[src/design/swi_pkg.sv]
`timescale 1ns / 1ps
// Shared widths, division constants and lookup tables for the wake interval block.
// No dependencies; imported by every module of the block.
package swi_pkg;

   // Port and field widths
   localparam int TIME_W      = 32;
   localparam int RESULT_W    = 17;
   localparam int REQ_TDATA_W = 32;
   localparam int RSP_TDATA_W = 24;

   // Internal value widths
   localparam int DAYS_W  = 16;   // day number, at most 49710
   localparam int SOD_W   = 17;   // second of the day, below 86400
   localparam int DOE_W   = 18;   // day of 400-year era, up to 146096
   localparam int YOE_W   = 9;    // year of era, up to 399
   localparam int DOY_W   = 9;    // day of March-based year, up to 365
   localparam int MON_W   = 4;
   localparam int MDAY_W  = 5;
   localparam int TENTH_W = 19;   // sunrise table entries in tenths of a second
   localparam int BLEND_W = 24;   // blended sunrise, tenths times 31
   localparam int SUN_W   = 15;   // sunrise in whole seconds

   // Seconds to days: now / 86400 == (now >> 7) / 675
   localparam logic [9:0]  DAY_DIV7 = 10'd675;
   localparam logic [15:0] DAY_RCP  = 16'((1 << 25) / 675);

   // Day number to era and day of era
   localparam logic [15:0] ERA5_DAY = 16'd11017;    // first day of era 5 (2000-03-01)
   localparam logic [17:0] ERA4_OFS = 18'd135080;   // days + 719468 - 4 * 146097
   localparam logic [17:0] CENT1    = 18'd36524;
   localparam logic [17:0] CENT2    = 18'd73048;
   localparam logic [17:0] CENT3    = 18'd109572;

   // Leap-cycle and year divisions
   localparam logic [10:0] QUAD_DIV = 11'd1460;
   localparam logic [7:0]  QUAD_RCP = 8'((1 << 18) / 1460);
   localparam logic [8:0]  YEAR_DIV = 9'd365;
   localparam logic [9:0]  YEAR_RCP = 10'((1 << 18) / 365);

   // Sunrise blend and target
   localparam logic [8:0]  BLEND_DIV = 9'd310;
   localparam logic [15:0] BLEND_RCP = 16'((1 << 24) / 310);
   localparam logic [16:0] WAKE_OFS  = 17'd7200;
   localparam logic [16:0] DAY_SECS  = 17'd86400;
   localparam logic [4:0]  MDAY_MAX  = 5'd31;
   localparam logic [3:0]  MON_LAST  = 4'd11;

   // First day of each month in a year that starts on March 1
   function automatic logic [DOY_W-1:0] month_start(input logic [MON_W-1:0] mp);
      logic [DOY_W-1:0] s;
      case (mp)
         4'd0:    s = 9'd0;
         4'd1:    s = 9'd31;
         4'd2:    s = 9'd61;
         4'd3:    s = 9'd92;
         4'd4:    s = 9'd122;
         4'd5:    s = 9'd153;
         4'd6:    s = 9'd184;
         4'd7:    s = 9'd214;
         4'd8:    s = 9'd245;
         4'd9:    s = 9'd275;
         4'd10:   s = 9'd306;
         4'd11:   s = 9'd337;
         default: s = 9'd0;
      endcase
      return s;
   endfunction

   // Sunrise per month (January first), tenths of a second after midnight UTC
   function automatic logic [TENTH_W-1:0] sunrise_tenths(input logic [MON_W-1:0] mi);
      logic [TENTH_W-1:0] t;
      case (mi)
         4'd0:    t = 19'd316800;
         4'd1:    t = 19'd301212;
         4'd2:    t = 19'd270000;
         4'd3:    t = 19'd228600;
         4'd4:    t = 19'd191412;
         4'd5:    t = 19'd166212;
         4'd6:    t = 19'd164988;
         4'd7:    t = 19'd186588;
         4'd8:    t = 19'd215388;
         4'd9:    t = 19'd243000;
         4'd10:   t = 19'd274212;
         4'd11:   t = 19'd303588;
         default: t = 19'd0;
      endcase
      return t;
   endfunction

endpackage

[src/design/swi_day_split.sv]
`timescale 1ns / 1ps
// Three-stage split of a Unix time into day number and second of the day.
// Depends on swi_pkg.
module swi_day_split (
   input  logic                        clock,
   input  logic                        reset,
   input  logic                        en,
   input  logic                        in_valid,
   input  logic [swi_pkg::TIME_W-1:0]  now,
   output logic                        out_valid,
   output logic [swi_pkg::DAYS_W-1:0]  days,
   output logic [swi_pkg::SOD_W-1:0]   sod
);
   import swi_pkg::*;

   localparam int X_W = TIME_W - 7;

   logic [2:0]          valid_ff;
   logic [2:0]          valid_in;

   logic [X_W-1:0]      x1_ff, x1_in;
   logic [6:0]          low1_ff, low2_ff;
   logic [DAYS_W-1:0]   qe1_ff, qe1_in, qe2_ff;
   logic [10:0]         rem2_ff, rem2_in;
   logic [DAYS_W-1:0]   days3_ff, days3_in;
   logic [SOD_W-1:0]    sod3_ff, sod3_in;

   logic [X_W+15:0]     rcp_prod;
   logic [X_W-1:0]      qd_mul;
   logic [10:0]         rem_sub;

   assign valid_in = {valid_ff[1:0], in_valid};

   // Stage 1: estimate (now >> 7) / 675 by reciprocal, low by at most one
   assign x1_in    = now[TIME_W-1:7];
   assign rcp_prod = (X_W + 16)'(x1_in) * (X_W + 16)'(DAY_RCP);
   assign qe1_in   = rcp_prod[X_W+15:X_W];

   // Stage 2: remainder of the estimate, below twice the divisor
   assign qd_mul  = X_W'(qe1_ff) * X_W'(DAY_DIV7);
   assign rem2_in = 11'(x1_ff - qd_mul);

   // Stage 3: one correction step, rebuild the second of the day
   assign rem_sub = rem2_ff - 11'(DAY_DIV7);
   always_comb begin
      if (rem2_ff >= 11'(DAY_DIV7)) begin
         days3_in = qe2_ff + 16'd1;
         sod3_in  = {rem_sub[9:0], low2_ff};
      end else begin
         days3_in = qe2_ff;
         sod3_in  = {rem2_ff[9:0], low2_ff};
      end
   end

   always_ff @(posedge clock) begin
      if (reset) begin
         valid_ff <= '0;
      end else if (en) begin
         valid_ff <= valid_in;
      end
   end

   always_ff @(posedge clock) begin
      if (en) begin
         x1_ff    <= x1_in;
         low1_ff  <= now[6:0];
         qe1_ff   <= qe1_in;
         rem2_ff  <= rem2_in;
         qe2_ff   <= qe1_ff;
         low2_ff  <= low1_ff;
         days3_ff <= days3_in;
         sod3_ff  <= sod3_in;
      end
   end

   assign out_valid = valid_ff[2];
   assign days      = days3_ff;
   assign sod       = sod3_ff;

endmodule

[src/design/swi_calendar.sv]
`timescale 1ns / 1ps
// Eight-stage Gregorian conversion of a day number to month index and day of month.
// Depends on swi_pkg; carries the second of the day alongside.
module swi_calendar (
   input  logic                        clock,
   input  logic                        reset,
   input  logic                        en,
   input  logic                        in_valid,
   input  logic [swi_pkg::DAYS_W-1:0]  days,
   input  logic [swi_pkg::SOD_W-1:0]   sod_i,
   output logic                        out_valid,
   output logic [swi_pkg::MON_W-1:0]   mon_idx,
   output logic [swi_pkg::MDAY_W-1:0]  mday,
   output logic [swi_pkg::SOD_W-1:0]   sod_o
);
   import swi_pkg::*;

   localparam int DEPTH = 8;

   logic [DEPTH-1:0]    valid_ff;
   logic [SOD_W-1:0]    sod_ff [DEPTH];

   // Day of era travels through stages 1 to 5
   logic [DOE_W-1:0]    doe_ff [5];
   logic [DOE_W-1:0]    doe1_in;

   logic [6:0]          pe2_ff, pe2_in;
   logic [1:0]          cnt2_ff, cnt2_in;
   logic [25:0]         quad_prod;

   logic [DOE_W-1:0]    n3_ff, n3_in, n4_ff;
   logic [DOE_W-1:0]    quad_rem;
   logic [6:0]          p_fix;

   logic [YOE_W-1:0]    ye4_ff, ye4_in;
   logic [27:0]         year_prod;

   logic [YOE_W-1:0]    yoe5_ff, yoe5_in;
   logic [DOE_W-1:0]    year_rem;

   logic [DOY_W-1:0]    doy6_ff, doy6_in, doy7_ff;
   logic [1:0]          ycnt;
   logic [DOE_W-1:0]    doy_full;

   logic [MON_W-1:0]    mp7_ff, mp7_in;
   logic [MON_W-1:0]    mon8_ff, mon8_in;
   logic [MDAY_W-1:0]   mday8_ff, mday8_in;
   logic [DOY_W-1:0]    doy_ofs;

   // Stage 1: day of the 400-year era (only eras 4 and 5 occur)
   assign doe1_in = (days >= ERA5_DAY) ? DOE_W'(days - ERA5_DAY)
                                       : DOE_W'(days) + ERA4_OFS;

   // Stage 2: leap-cycle count estimate and century count
   assign quad_prod = 26'(doe_ff[0]) * 26'(QUAD_RCP);
   assign pe2_in    = quad_prod[24:18];
   assign cnt2_in   = 2'(doe_ff[0] >= CENT1) + 2'(doe_ff[0] >= CENT2)
                    + 2'(doe_ff[0] >= CENT3);

   // Stage 3: correct the leap-cycle count, form the year-aligned day count
   assign quad_rem = doe_ff[1] - DOE_W'(pe2_ff) * DOE_W'(QUAD_DIV);
   assign p_fix    = (quad_rem >= DOE_W'(QUAD_DIV)) ? pe2_ff + 7'd1 : pe2_ff;
   assign n3_in    = doe_ff[1] - DOE_W'(p_fix) + DOE_W'(cnt2_ff);

   // Stage 4: year of era estimate
   assign year_prod = 28'(n3_ff) * 28'(YEAR_RCP);
   assign ye4_in    = year_prod[26:18];

   // Stage 5: year of era correction
   assign year_rem = n4_ff - DOE_W'(ye4_ff) * DOE_W'(YEAR_DIV);
   assign yoe5_in  = (year_rem >= DOE_W'(YEAR_DIV)) ? ye4_ff + 9'd1 : ye4_ff;

   // Stage 6: day of the March-based year
   assign ycnt     = 2'(yoe5_ff >= 9'd100) + 2'(yoe5_ff >= 9'd200)
                   + 2'(yoe5_ff >= 9'd300);
   assign doy_full = doe_ff[4] - DOE_W'(yoe5_ff) * DOE_W'(YEAR_DIV)
                   - DOE_W'(yoe5_ff >> 2) + DOE_W'(ycnt);
   assign doy6_in  = doy_full[DOY_W-1:0];

   // Stage 7: month of the March-based year by threshold count
   always_comb begin
      mp7_in = '0;
      for (int i = 1; i < 12; i++) begin
         mp7_in = mp7_in + MON_W'(doy6_ff >= month_start(MON_W'(i)));
      end
   end

   // Stage 8: day of month and January-based month index
   assign doy_ofs  = doy7_ff - month_start(mp7_ff);
   assign mday8_in = MDAY_W'(doy_ofs) + 5'd1;
   assign mon8_in  = (mp7_ff < 4'd10) ? mp7_ff + 4'd2 : mp7_ff - 4'd10;

   always_ff @(posedge clock) begin
      if (reset) begin
         valid_ff <= '0;
      end else if (en) begin
         valid_ff <= {valid_ff[DEPTH-2:0], in_valid};
      end
   end

   always_ff @(posedge clock) begin
      if (en) begin
         sod_ff[0] <= sod_i;
         for (int i = 1; i < DEPTH; i++) begin
            sod_ff[i] <= sod_ff[i-1];
         end
         doe_ff[0] <= doe1_in;
         for (int i = 1; i < 5; i++) begin
            doe_ff[i] <= doe_ff[i-1];
         end
         pe2_ff   <= pe2_in;
         cnt2_ff  <= cnt2_in;
         n3_ff    <= n3_in;
         n4_ff    <= n3_ff;
         ye4_ff   <= ye4_in;
         yoe5_ff  <= yoe5_in;
         doy6_ff  <= doy6_in;
         doy7_ff  <= doy6_ff;
         mp7_ff   <= mp7_in;
         mon8_ff  <= mon8_in;
         mday8_ff <= mday8_in;
      end
   end

   assign out_valid = valid_ff[DEPTH-1];
   assign mon_idx   = mon8_ff;
   assign mday      = mday8_ff;
   assign sod_o     = sod_ff[DEPTH-1];

   // Calendar outputs stay within their ranges
   a_mday_range: assert property (@(posedge clock) disable iff (reset)
      out_valid |-> (mday != 5'd0) && (mday <= MDAY_MAX))
      else $error("day of month out of range");

   a_mon_range: assert property (@(posedge clock) disable iff (reset)
      out_valid |-> (mon_idx <= MON_LAST))
      else $error("month index out of range");

   a_doy_range: assert property (@(posedge clock) disable iff (reset)
      valid_ff[5] |-> (doy6_ff <= 9'd365))
      else $error("day of year out of range");

endmodule

[src/design/swi_interval.sv]
`timescale 1ns / 1ps
// Five-stage sunrise blend, wake target and interval from the present second.
// Depends on swi_pkg (sunrise table and division constants).
module swi_interval (
   input  logic                          clock,
   input  logic                          reset,
   input  logic                          en,
   input  logic                          in_valid,
   input  logic [swi_pkg::MON_W-1:0]     mon_idx,
   input  logic [swi_pkg::MDAY_W-1:0]    mday,
   input  logic [swi_pkg::SOD_W-1:0]     sod,
   output logic                          out_valid,
   output logic [swi_pkg::RESULT_W-1:0]  result
);
   import swi_pkg::*;

   localparam int DEPTH = 5;

   logic [DEPTH-1:0]     valid_ff;
   logic [SOD_W-1:0]     sod_ff [DEPTH-1];

   logic [MON_W-1:0]     mon_next;
   logic [BLEND_W-1:0]   pa1_ff, pa1_in, pb1_ff, pb1_in;
   logic [BLEND_W-1:0]   blend2_ff, blend2_in, blend3_ff;
   logic [39:0]          sun_prod;
   logic [SUN_W-1:0]     se3_ff, se3_in;
   logic [BLEND_W-1:0]   sun_rem;
   logic [SUN_W-1:0]     sun_fix;
   logic [RESULT_W-1:0]  target4_ff, target4_in;
   logic [RESULT_W-1:0]  result5_ff, result5_in;

   // Stage 1: weigh this month's and next month's sunrise by day of month
   assign mon_next = (mon_idx == MON_LAST) ? 4'd0 : mon_idx + 4'd1;
   assign pa1_in   = BLEND_W'(sunrise_tenths(mon_idx)) * BLEND_W'(MDAY_MAX - mday);
   assign pb1_in   = BLEND_W'(sunrise_tenths(mon_next)) * BLEND_W'(mday);

   // Stage 2: blended sunrise in tenths times 31
   assign blend2_in = pa1_ff + pb1_ff;

   // Stage 3: estimate blend / 310
   assign sun_prod = 40'(blend2_ff) * 40'(BLEND_RCP);
   assign se3_in   = sun_prod[38:24];

   // Stage 4: correct to whole seconds, add the wake offset
   assign sun_rem    = blend3_ff - BLEND_W'(se3_ff) * BLEND_W'(BLEND_DIV);
   assign sun_fix    = (sun_rem >= BLEND_W'(BLEND_DIV)) ? se3_ff + 15'd1 : se3_ff;
   assign target4_in = RESULT_W'(sun_fix) + WAKE_OFS;

   // Stage 5: today if still ahead, otherwise tomorrow
   assign result5_in = (target4_ff > sod_ff[3]) ? target4_ff - sod_ff[3]
                                                : target4_ff + DAY_SECS - sod_ff[3];

   always_ff @(posedge clock) begin
      if (reset) begin
         valid_ff <= '0;
      end else if (en) begin
         valid_ff <= {valid_ff[DEPTH-2:0], in_valid};
      end
   end

   always_ff @(posedge clock) begin
      if (en) begin
         sod_ff[0] <= sod;
         for (int i = 1; i < DEPTH - 1; i++) begin
            sod_ff[i] <= sod_ff[i-1];
         end
         pa1_ff     <= pa1_in;
         pb1_ff     <= pb1_in;
         blend2_ff  <= blend2_in;
         blend3_ff  <= blend2_ff;
         se3_ff     <= se3_in;
         target4_ff <= target4_in;
         result5_ff <= result5_in;
      end
   end

   assign out_valid = valid_ff[DEPTH-1];
   assign result    = result5_ff;

endmodule

[src/design/sunrise_wake_interval_top.sv]
`timescale 1ns / 1ps
// Top level of the wake interval block: pipeline stages and output buffer.
// Depends on swi_pkg, swi_day_split, swi_calendar and swi_interval.
//
// Usage:
//   req_* carries one present time (Unix seconds, UTC) per transfer; rsp_*
//   returns one interval per request, in order: seconds from that time to
//   two hours after the month-blended sunrise, today or else tomorrow
//   (1 to 86400).
//   Throughput is one transfer per cycle while req_tready is high. From the
//   accepting edge to rsp_tvalid, 3 stages split days from seconds, 8 stages
//   do the calendar conversion, 5 stages blend the sunrise and form the
//   interval, and one output register presents the result.
//   The output register has a one-entry skid buffer behind it. When the
//   receiver holds rsp_tready low, the next result goes into the skid entry
//   and the whole pipeline then freezes with req_tready low; nothing is
//   dropped or repeated. req_tready depends only on the skid entry.
//   Reset (synchronous, active high) clears all valid bits; the block takes
//   a request in the first cycle after reset is released.
module sunrise_wake_interval_top (
   input  logic                             clock,
   input  logic                             reset,
   // req_tdata: [31:0] current_time
   input  logic                             req_tvalid,
   output logic                             req_tready,
   input  logic [swi_pkg::REQ_TDATA_W-1:0]  req_tdata,
   // rsp_tdata: [16:0] seconds_until_sample, [23:17] zero
   output logic                             rsp_tvalid,
   input  logic                             rsp_tready,
   output logic [swi_pkg::RSP_TDATA_W-1:0]  rsp_tdata
);
   import swi_pkg::*;

   logic                  en;
   logic                  split_valid, cal_valid, int_valid;
   logic [DAYS_W-1:0]     split_days;
   logic [SOD_W-1:0]      split_sod, cal_sod;
   logic [MON_W-1:0]      cal_mon;
   logic [MDAY_W-1:0]     cal_mday;
   logic [RESULT_W-1:0]   int_result;

   logic                  rsp_valid_ff, rsp_valid_in;
   logic [RESULT_W-1:0]   rsp_data_ff, rsp_data_in;
   logic                  skid_valid_ff, skid_valid_in;
   logic [RESULT_W-1:0]   skid_data_ff, skid_data_in;
   logic                  out_free;

   // Pipeline advances whenever the skid entry is empty
   assign en         = ~skid_valid_ff;
   assign req_tready = en;

   swi_day_split u_split (
      .clock     (clock),
      .reset     (reset),
      .en        (en),
      .in_valid  (req_tvalid),
      .now       (req_tdata[TIME_W-1:0]),
      .out_valid (split_valid),
      .days      (split_days),
      .sod       (split_sod)
   );

   swi_calendar u_cal (
      .clock     (clock),
      .reset     (reset),
      .en        (en),
      .in_valid  (split_valid),
      .days      (split_days),
      .sod_i     (split_sod),
      .out_valid (cal_valid),
      .mon_idx   (cal_mon),
      .mday      (cal_mday),
      .sod_o     (cal_sod)
   );

   swi_interval u_int (
      .clock     (clock),
      .reset     (reset),
      .en        (en),
      .in_valid  (cal_valid),
      .mon_idx   (cal_mon),
      .mday      (cal_mday),
      .sod       (cal_sod),
      .out_valid (int_valid),
      .result    (int_result)
   );

   // Output register plus skid entry
   assign out_free = ~rsp_valid_ff | rsp_tready;

   always_comb begin
      rsp_valid_in  = rsp_valid_ff;
      rsp_data_in   = rsp_data_ff;
      skid_valid_in = skid_valid_ff;
      skid_data_in  = skid_data_ff;
      if (skid_valid_ff) begin
         if (rsp_tready) begin
            rsp_data_in   = skid_data_ff;
            skid_valid_in = 1'b0;
         end
      end else if (int_valid) begin
         if (out_free) begin
            rsp_valid_in = 1'b1;
            rsp_data_in  = int_result;
         end else begin
            skid_valid_in = 1'b1;
            skid_data_in  = int_result;
         end
      end else if (rsp_tready) begin
         rsp_valid_in = 1'b0;
      end
   end

   always_ff @(posedge clock) begin
      if (reset) begin
         rsp_valid_ff  <= 1'b0;
         skid_valid_ff <= 1'b0;
      end else begin
         rsp_valid_ff  <= rsp_valid_in;
         skid_valid_ff <= skid_valid_in;
      end
   end

   always_ff @(posedge clock) begin
      rsp_data_ff  <= rsp_data_in;
      skid_data_ff <= skid_data_in;
   end

   assign rsp_tvalid = rsp_valid_ff;
   assign rsp_tdata  = RSP_TDATA_W'(rsp_data_ff);

   // Skid entry only fills behind a held result
   a_skid_behind_rsp: assert property (@(posedge clock) disable iff (reset)
      skid_valid_ff |-> rsp_valid_ff)
      else $error("skid entry valid without output register valid");

   // Draining the skid entry moves its value into the output register
   a_skid_drain: assert property (@(posedge clock) disable iff (reset)
      skid_valid_ff && rsp_tready |=> rsp_valid_ff && !skid_valid_ff
                                      && (rsp_data_ff == $past(skid_data_ff)))
      else $error("skid entry lost on drain");

   // Every interval lies within one day
   a_result_range: assert property (@(posedge clock) disable iff (reset)
      rsp_valid_ff |-> (rsp_data_ff != '0) && (rsp_data_ff <= DAY_SECS))
      else $error("interval out of range");

endmodule
[config.mk]
export PLATFORM = sky130hd
export DESIGN_NAME = sunrise_wake_interval_top
export DESIGN_NICKNAME = d
export VERILOG_FILES = /design/src/design/swi_pkg.sv /design/src/design/swi_day_split.sv /design/src/design/swi_calendar.sv /design/src/design/swi_interval.sv /design/src/design/sunrise_wake_interval_top.sv
export SDC_FILE = /design/constraint.sdc
export NUM_CORES = 2
export LEC_CHECK = 0
export BUFFER_PORTS_ARGS = -buffer_cell sky130_fd_sc_hd__buf_2
export CAP_MARGIN = 20
export CORE_UTILIZATION = 50
export CTS_BUF_LIST = sky130_fd_sc_hd__clkbuf_8
export DETAILED_ROUTE_END_ITERATION = 7
export GPL_ROUTABILITY_DRIVEN = 0
export MAX_ROUTING_LAYER = met4
export PLACE_DENSITY = 0.78
export SETUP_SLACK_MARGIN = 0.2
export SLEW_MARGIN = 20
export SYNTH_ARGS = -nofsm -noshare
export SYNTH_HDL_FRONTEND = slang
export SYNTH_SLANG_ARGS = --single-unit
[constraint.sdc]
create_clock -name clock -period 9.9 [get_ports clock]
set_clock_uncertainty 0.2 [all_clocks]
set_input_delay 0.99 -clock clock [delete_from_list [all_inputs] [get_ports clock]]
set_output_delay 0.99 -clock clock [all_outputs]
set_load 0.02 [all_outputs]
After elaboration in Yosys (flattened, before gate mapping)

Memories as Yosys holds them, arrays and structs flattened. A register that Yosys moved wholly into a read port is not among the register bits.
Cells that the tools add are included.

Register bits: 388
Memory bits (writable): 294
Memory bits (read-only): 688
Input port bits: 36
Output and inout port bits: 26
Logic and storage cells: 151
Memories: 6

Add/sub/neg operators: 41
$mul: 11
Order comparisons: 24
Eq/ne operators: 3
Mux-type cells: 23
Bitwise logic cells: 4
Reduce and logical (&&, ||, !) cells: 6

Memory list:

| memory          | depth | bits a word | rd ports | clocked after Yosys merged registers in | write ports | RTL line           | RTL |
|---|---|---|---|---|---|---|---|
| (no name shown) | 16    | 17          | 1        | 0                                       | 0           | swi_pkg.sv:73      | `case (mi)` |
| (no name shown) | 16    | 17          | 1        | 1                                       | 0           | swi_pkg.sv:73      |  |
| (no name shown) | 16    | 9           | 1        | 1                                       | 0           | swi_pkg.sv:52      | `case (mp)` |
| u_cal.sod_ff    | 8     | 17          | 8        | 0                                       | 8           | swi_calendar.sv:21 | `logic [SOD_W-1:0] sod_ff [DEPTH];` |
| u_cal.doe_ff    | 5     | 18          | 5        | 0                                       | 5           | swi_calendar.sv:24 | `logic [DOE_W-1:0] doe_ff [5];` |
| u_int.sod_ff    | 4     | 17          | 4        | 0                                       | 4           | swi_interval.sv:20 | `logic [SOD_W-1:0] sod_ff [DEPTH-1];` |

Operator list:

| operator               | number |
|---|---|
| $mux 17                | 6 |
| $ge 9x8->1 const B     | 5 |
| $mul 25x15->40 const B | 1 |
| $add 4x1->4            | 9 |
| $ge 18x17->1 const B   | 2 |
| $ge 9x9->1 const B     | 4 |
| $mul 24x13->36 const B | 1 |
| $sub 18x18->18         | 2 |
| $sub 17x17->17         | 2 |
| $ge 9x7->1 const B     | 3 |
| $mul 18x9->26 const B  | 1 |
| $mul 18x8->25 const B  | 1 |
| $add 24x24->24         | 1 |
| $ge 24x9->1 const B    | 1 |
| $mul 19x24->24         | 1 |
| $mul 19x5->24          | 1 |
| $sub 24x24->24         | 1 |
| $mul 15x8->23 const B  | 1 |
| $add 16x18->18 const B | 1 |
| $add 18x2->18          | 1 |
| $ge 18x11->1 const B   | 1 |
| $ge 18x16->1 const B   | 1 |
| $ge 18x9->1 const B    | 1 |
| $mul 9x9->18 const B   | 1 |
| 43 further kinds       | 63 |

Logic depth before layout (Yosys ltp)

Depth in word-level cells: 12
Gate-level depth with buffers: 45
Mapped depth without buffers: 45

By module

A second synthesis with hierarchy kept.

Cells, all modules: 5304
Area total of the unflattened synthesis: 58467.3 um2

Modules (own cells, without submodules):

| module                    | times used | cells each | area an instance (um2) | seq. area each (um2) |
|---|---|---|---|---|
| swi_calendar              | 1          | 1992       | 23337.4                | 8938.6 |
| swi_interval              | 1          | 2362       | 23333.6                | 6226.0 |
| swi_day_split             | 1          | 877        | 10400.0                | 3093.0 |
| sunrise_wake_interval_top | 1          | 73         | 1396.3                 | 1061.0 |

Worst setup path before layout

OpenSTA, ideal clock, no wires.

Path kind: flip-flop to flip-flop
Start: register skid_valid_ff
End: register with a tool-made name
Setup time: 0.133 ns
Arrival: 9.548 ns
Data required time: 9.567 ns
Path slack: 0.019 ns
Cell stages (with the launch flop): 8
Buffers on the path: 1
Period minus slack after synthesis: 9.881 ns
Cells stage by stage: dfxtp_1 > clkbuf_1 > inv_2 > mux2i_1 > ha_1 > nand2_1 > o21a_1 > o22ai_1

RTL lines:

| item                     | RTL line                         | RTL |
|---|---|---|
| start: declaration       | sunrise_wake_interval_top.sv:44  | `logic skid_valid_ff, skid_valid_in;` |
| start signal: assignment | sunrise_wake_interval_top.sv:120 | `skid_valid_ff <= skid_valid_in;` |

Worst setup path in the final report

Start: register u_cal.pe2_ff[3]
End: register u_cal.n3_ff[17], data pin

Word-level cells in the longest chain between the ends: 6
Elaborated cells on any way between the ends: 7
Classes of those cells: add/sub: 4; mul: 1; order compare: 1; mux: 1

RTL lines:

| item                     | RTL line            | RTL |
|---|---|---|
| start: declaration       | swi_calendar.sv:27  | `logic [6:0] pe2_ff, pe2_in;` |
| start signal: assignment | swi_calendar.sv:111 | `pe2_ff <= pe2_in;` |
| $mul 7x9->16             | swi_calendar.sv:61  | `assign quad_rem = doe_ff[1] - DOE_W'(pe2_ff) * DOE_W'(QUAD_DIV);` |
| $sub 18x18->18           | swi_calendar.sv:61  |  |
| $ge 18x11->1             | swi_calendar.sv:62  | `assign p_fix = (quad_rem >= DOE_W'(QUAD_DIV)) ? pe2_ff + 7'd1 : pe2_ff;` |
| $mux 7 (*)               | swi_calendar.sv:62  |  |
| $sub 18x7->18 (*)        | swi_calendar.sv:63  | `assign n3_in = doe_ff[1] - DOE_W'(p_fix) + DOE_W'(cnt2_ff);` |
| $add 18x2->18 (*)        | swi_calendar.sv:63  |  |
| net u_cal.n3_in[17]      | swi_calendar.sv:31  | `logic [DOE_W-1:0] n3_ff, n3_in, n4_ff;` |
| end signal: assignment   | swi_calendar.sv:113 | `n3_ff <= n3_in;` |
| end: declaration         | swi_calendar.sv:31  |  |

The timed path passes the listed nets; every way through them passes the cells marked *.
A chain may end at the register's enable or synchronous reset.

==> impl_summary.txt <==
----------------------------------------------------
[Global route]
  Remaining global-route overflow ... 0
  Overall track demand over capacity in global routing ... 19.40%
  Initial antenna violation count ... 1
  First-pass GRT wire length ... 185.4 mm
  Via count of the first global-routing pass ... 38967
  Maximum number of pins on one net before global-route repair ... 184

[Worst setup path]
  Endpoint of the most critical register-to-register path ... u_cal.n3_ff[17]
  Highest net fanout along the worst path ... 5
  Critical Path End Type ... flop
  Category of cells accounting for the largest share of critical-path delay ... compound AO/OA/AOI/OAI gates
  Buffers & Inverters on Critical Path ... 5
  Reg2Reg Depth ... 44
  Slowest cell on the critical path ... fa_1
  Cell mode on critical path ... a21oi_2
  Worst reg2reg path startpoint ... u_cal.pe2_ff[3]
  Largest stage delay, worst path ... 0.51 ns
  Startpoint types ... flop
  WS Path Type ... flop to flop
  Worst path arrival time ... 9.76 ns
  Register-to-Register Setup Slack ... 0.43 ns
  Req. time, crit path ... 10.20 ns

[Synth]
  Share of flip-flops with an asynchronous set or reset after synthesis ... 0%
  Post-Synth Adder-Cell Area ... 38.35%
  Post-synth cell types ... 86
  Dominant combinational cell family by area after synthesis ... adder cells
  YS warnings ... 0
  Number of synthesized register bits ... 668
  Xor and xnor fraction of the mapped netlist area ... 4.443%
  Compound-Gate Fraction of Synth Area ... 7.773%
  Synthesized instance count ... 5282
  Sequential fraction of the synthesis area ... 33.37%
  Number of synthesized flops with an enable pin ... 628
  Multiplexer share of the synthesized area ... 1.079%
  Commonest register cell after synthesis ... edfxtp_1
  Simple logic cell fraction of the synthesized area ... 7.284%
  Syn avg cell area ... 11.15 um2
  Cell area after synthesis ... 0.05892 mm2

[STA]
  Highest Clock Rate ... 105.6 MHz
  Endpoints failing setup ... 0
  Final period utilization ... 95.62%
  Final-report hold violation count ... 0
  Crit path time final ... 9.466 ns
  Number of pins exceeding their max-slew limit in the final report ... 0
  Max transition margin ... 34.61%
  Pin slew with the least headroom to its limit ... 0.9535 ns

[Run status]
  Result of the run ... finished clean

[Route]
  Total wire length ... 110.9 mm
  Vias post-DR ... 37163
  WL per Instance ... 15.73 um
  Average vias per placed instance ... 5.273
  Drt pass-1 iters ... 6
  Detailed-route DRC error count ... 0
  Detailed router's first-iteration violation count ... 1888
  Detail Route Antenna Nets ... 0

[Die]
  Vertical extent of the die ... 345.3 um
  Number of top-level pins ... 62
  Area of the core ... 0.1165 mm2
  Area of the die ... 0.1192 mm2
  Std cell rows ... 125
  Die Span X ... 345.3 um
  Initial Utilization ... 50.56%

[Clock tree]
  Clock latency reported for the late side of the worst-skew pair ... 0.76 ns
  Root buffer selected by CTS ... clkbuf_8
  Clock Path Buffers ... 3
  Number of buffers added by the clock tree synthesis step ... 109
  Clock-pin transition on the worst setup and hold timing paths ... 0.07 ns
  Sinks on Clock Net ... 668
  CTS H-Tree Depth ... 3
  Hold buffers post-CTS ... 0
  Clock tree from TritonCTS ... built

[Worst hold path]
  Worst hold path cell count ... 0
  Endpoint with the worst hold slack ... u_cal.sod_ff[1][36]
  HP Start ... u_cal.sod_ff[1][19]
  Classification of the worst-slack hold path ... flop to flop

[Place]
  Post-DP HPWL ... 87.64 mm
  Placed Instances ... 6821
  Port-buffer cells ... 54

[Cells and area]
  Layout cells sized above 1 ... 6.609%
  Synthesis-to-layout area growth ... 8.435%
  Fillcell total ... 9466
  Top library cells by usage in the layout, fill and taps aside ... inv_1 (1154), ha_1 (957), edfxtp_1 (628)
  Most frequent standard cell in the layout excluding fill and tap cells ... inv_1
  Non-filler instance count after layout ... 7048
  # nets final ... 6957

[Flow run]
  Max-cap check violation count ... 0

----------------------------------------------------
metal layers:
metal / GRT usage (%) / part of all wire [%]
met5: - / 0
met4: 7.307 / 3.6
met3: 2.593 / 3.8
met2: 34.74 / 53
met1: 21.99 / 40
repair_timing:
item | CTS | global route
setup buffers | 1 | 22
pin swaps | 1 | 40
gates resized for setup | 5 | 52
endpoints found under the setup margin | 4 | 13
cells in the mapped netlist (7+ instances only):
| cell type | instances | share of area [%] |
|---|---|---|
| a21boi_0 | 27 | 0.34 |
| a2111oi_0 | 9 | 0.13 |
| clkbuf_1 | 49 | 0.31 |
| ha_1 | 964 | 20 |
| mux2_2 | 28 | 0.54 |
| nand4_1 | 22 | 0.23 |
| o21bai_1 | 33 | 0.42 |
| or2_2 | 17 | 0.18 |
| xnor2_1 | 207 | 3.1 |
| nor4_1 | 9 | 0.096 |
| nand2b_1 | 69 | 0.73 |
| o31ai_1 | 13 | 0.17 |
| o21a_1 | 41 | 0.52 |
| a211o_1 | 8 | 0.12 |
| o22ai_1 | 16 | 0.17 |
| nor3_1 | 56 | 0.48 |
| o21ai_0 | 157 | 1.3 |
| a21o_1 | 68 | 0.87 |
| nor2_1 | 216 | 1.4 |
| and2_1 | 51 | 0.54 |
| a31o_2 | 8 | 0.12 |
| dfxtp_1 | 40 | 1.4 |
| inv_1 | 1136 | 7.2 |
| a31oi_1 | 20 | 0.21 |
| xor2_1 | 90 | 1.3 |
| nor2b_1 | 79 | 0.84 |
| mux2i_1 | 32 | 0.54 |
| nand3_1 | 55 | 0.47 |
| fa_1 | 526 | 18 |
| buf_4 | 7 | 0.089 |
| a21oi_1 | 182 | 1.5 |
| nor3b_1 | 11 | 0.14 |
| edfxtp_1 | 628 | 32 |
| or3_1 | 18 | 0.19 |
| a211oi_1 | 24 | 0.31 |
| nand2_1 | 211 | 1.3 |
| o211ai_1 | 9 | 0.11 |
| or4_1 | 7 | 0.089 |
| and3_1 | 24 | 0.25 |
state kept, by name, summed over array words and instances (netlist names), 17 cells and up, named ones only:
| name | cells |
|---|---|
| rsp_data_ff | 17 |
| skid_data_ff | 17 |
| u_cal.doe_ff | 63 |
| u_cal.n3_ff | 18 |
| u_cal.n4_ff | 18 |
| u_cal.sod_ff | 136 |
| u_int.blend2_ff | 22 |
| u_int.blend3_ff | 22 |
| u_int.pa1_ff | 22 |
| u_int.pb1_ff | 22 |
| u_int.result | 17 |
| u_int.sod_ff | 68 |
| u_split.sod | 17 |
per-stage QoR:
| stage | hold WS (ns) | setup TNS, ns | worst slack (ns) | area [um2] | utilization [%] |
|---|---|---|---|---|---|
| 2_1_floorplan | 0.2003 | 0 | 0.8067 | 58940 | - |
| 3_3_place_gp | 0.2008 | 0 | 0.3326 | 61040 | 52.39 |
| 3_5_place_dp | 0.2045 | -0.09553 | -0.09553 | 61040 | 52.39 |
| 5_1_grt | 0.1755 | -0.05221 | -0.05221 | 63890 | 54.83 |
| 6_report | 0.2007 | 0 | 0.4339 | 63890 | 54.83 |
| 4_1_cts | 0.1631 | 0 | 0.2117 | 63520 | 54.52 |
worst max path at each step:
stage                                from         endpoint  slack [ns]  cells after the start
after CTS                 u_cal.pe2_ff[3]  u_cal.n3_ff[17]        0.21                     43
after global routing      u_cal.pe2_ff[3]  u_cal.n3_ff[16]       -0.05                     47
after global placement    u_cal.pe2_ff[3]  u_cal.n3_ff[17]        0.33                     42
final                     u_cal.pe2_ff[3]  u_cal.n3_ff[17]        0.43                     44
after detailed placement  u_cal.pe2_ff[3]  u_cal.n3_ff[17]        -0.1                     42
after floorplan           u_cal.pe2_ff[1]  u_cal.n3_ff[17]        0.81                     42
kinds of logic (layout without fill, tap and decap cells):
kind of cell | Yosys count | after routing
AOI/OAI and AO/OA | 697 | 697
xor gates and xnor gates | 298 | 298
adders and majority gates | 1490 | 1490
buffers and inverters | 1201 | 1436
DFF | 668 | 668
muxes | 60 | 60
other | 1 | 8
and+or+nand+nor | 867 | 867
cell type report:
type	instances	area (um2)	share of cell area [%]
clock inverter	87	854.6	1.338
inverter	1137	4284	6.706
multi-input combinational	3419	34970	54.73
tap	1524	1907	2.985
timing repair buffer	96	614.3	0.9616
antenna	1	2.502	0.003917
clock buffer	116	1597	2.499
sequential	668	19660	30.77
Power is left out: the tool's default activity adds up to more than one toggle a clock period on the data nets, which glitch-free logic cannot reach.
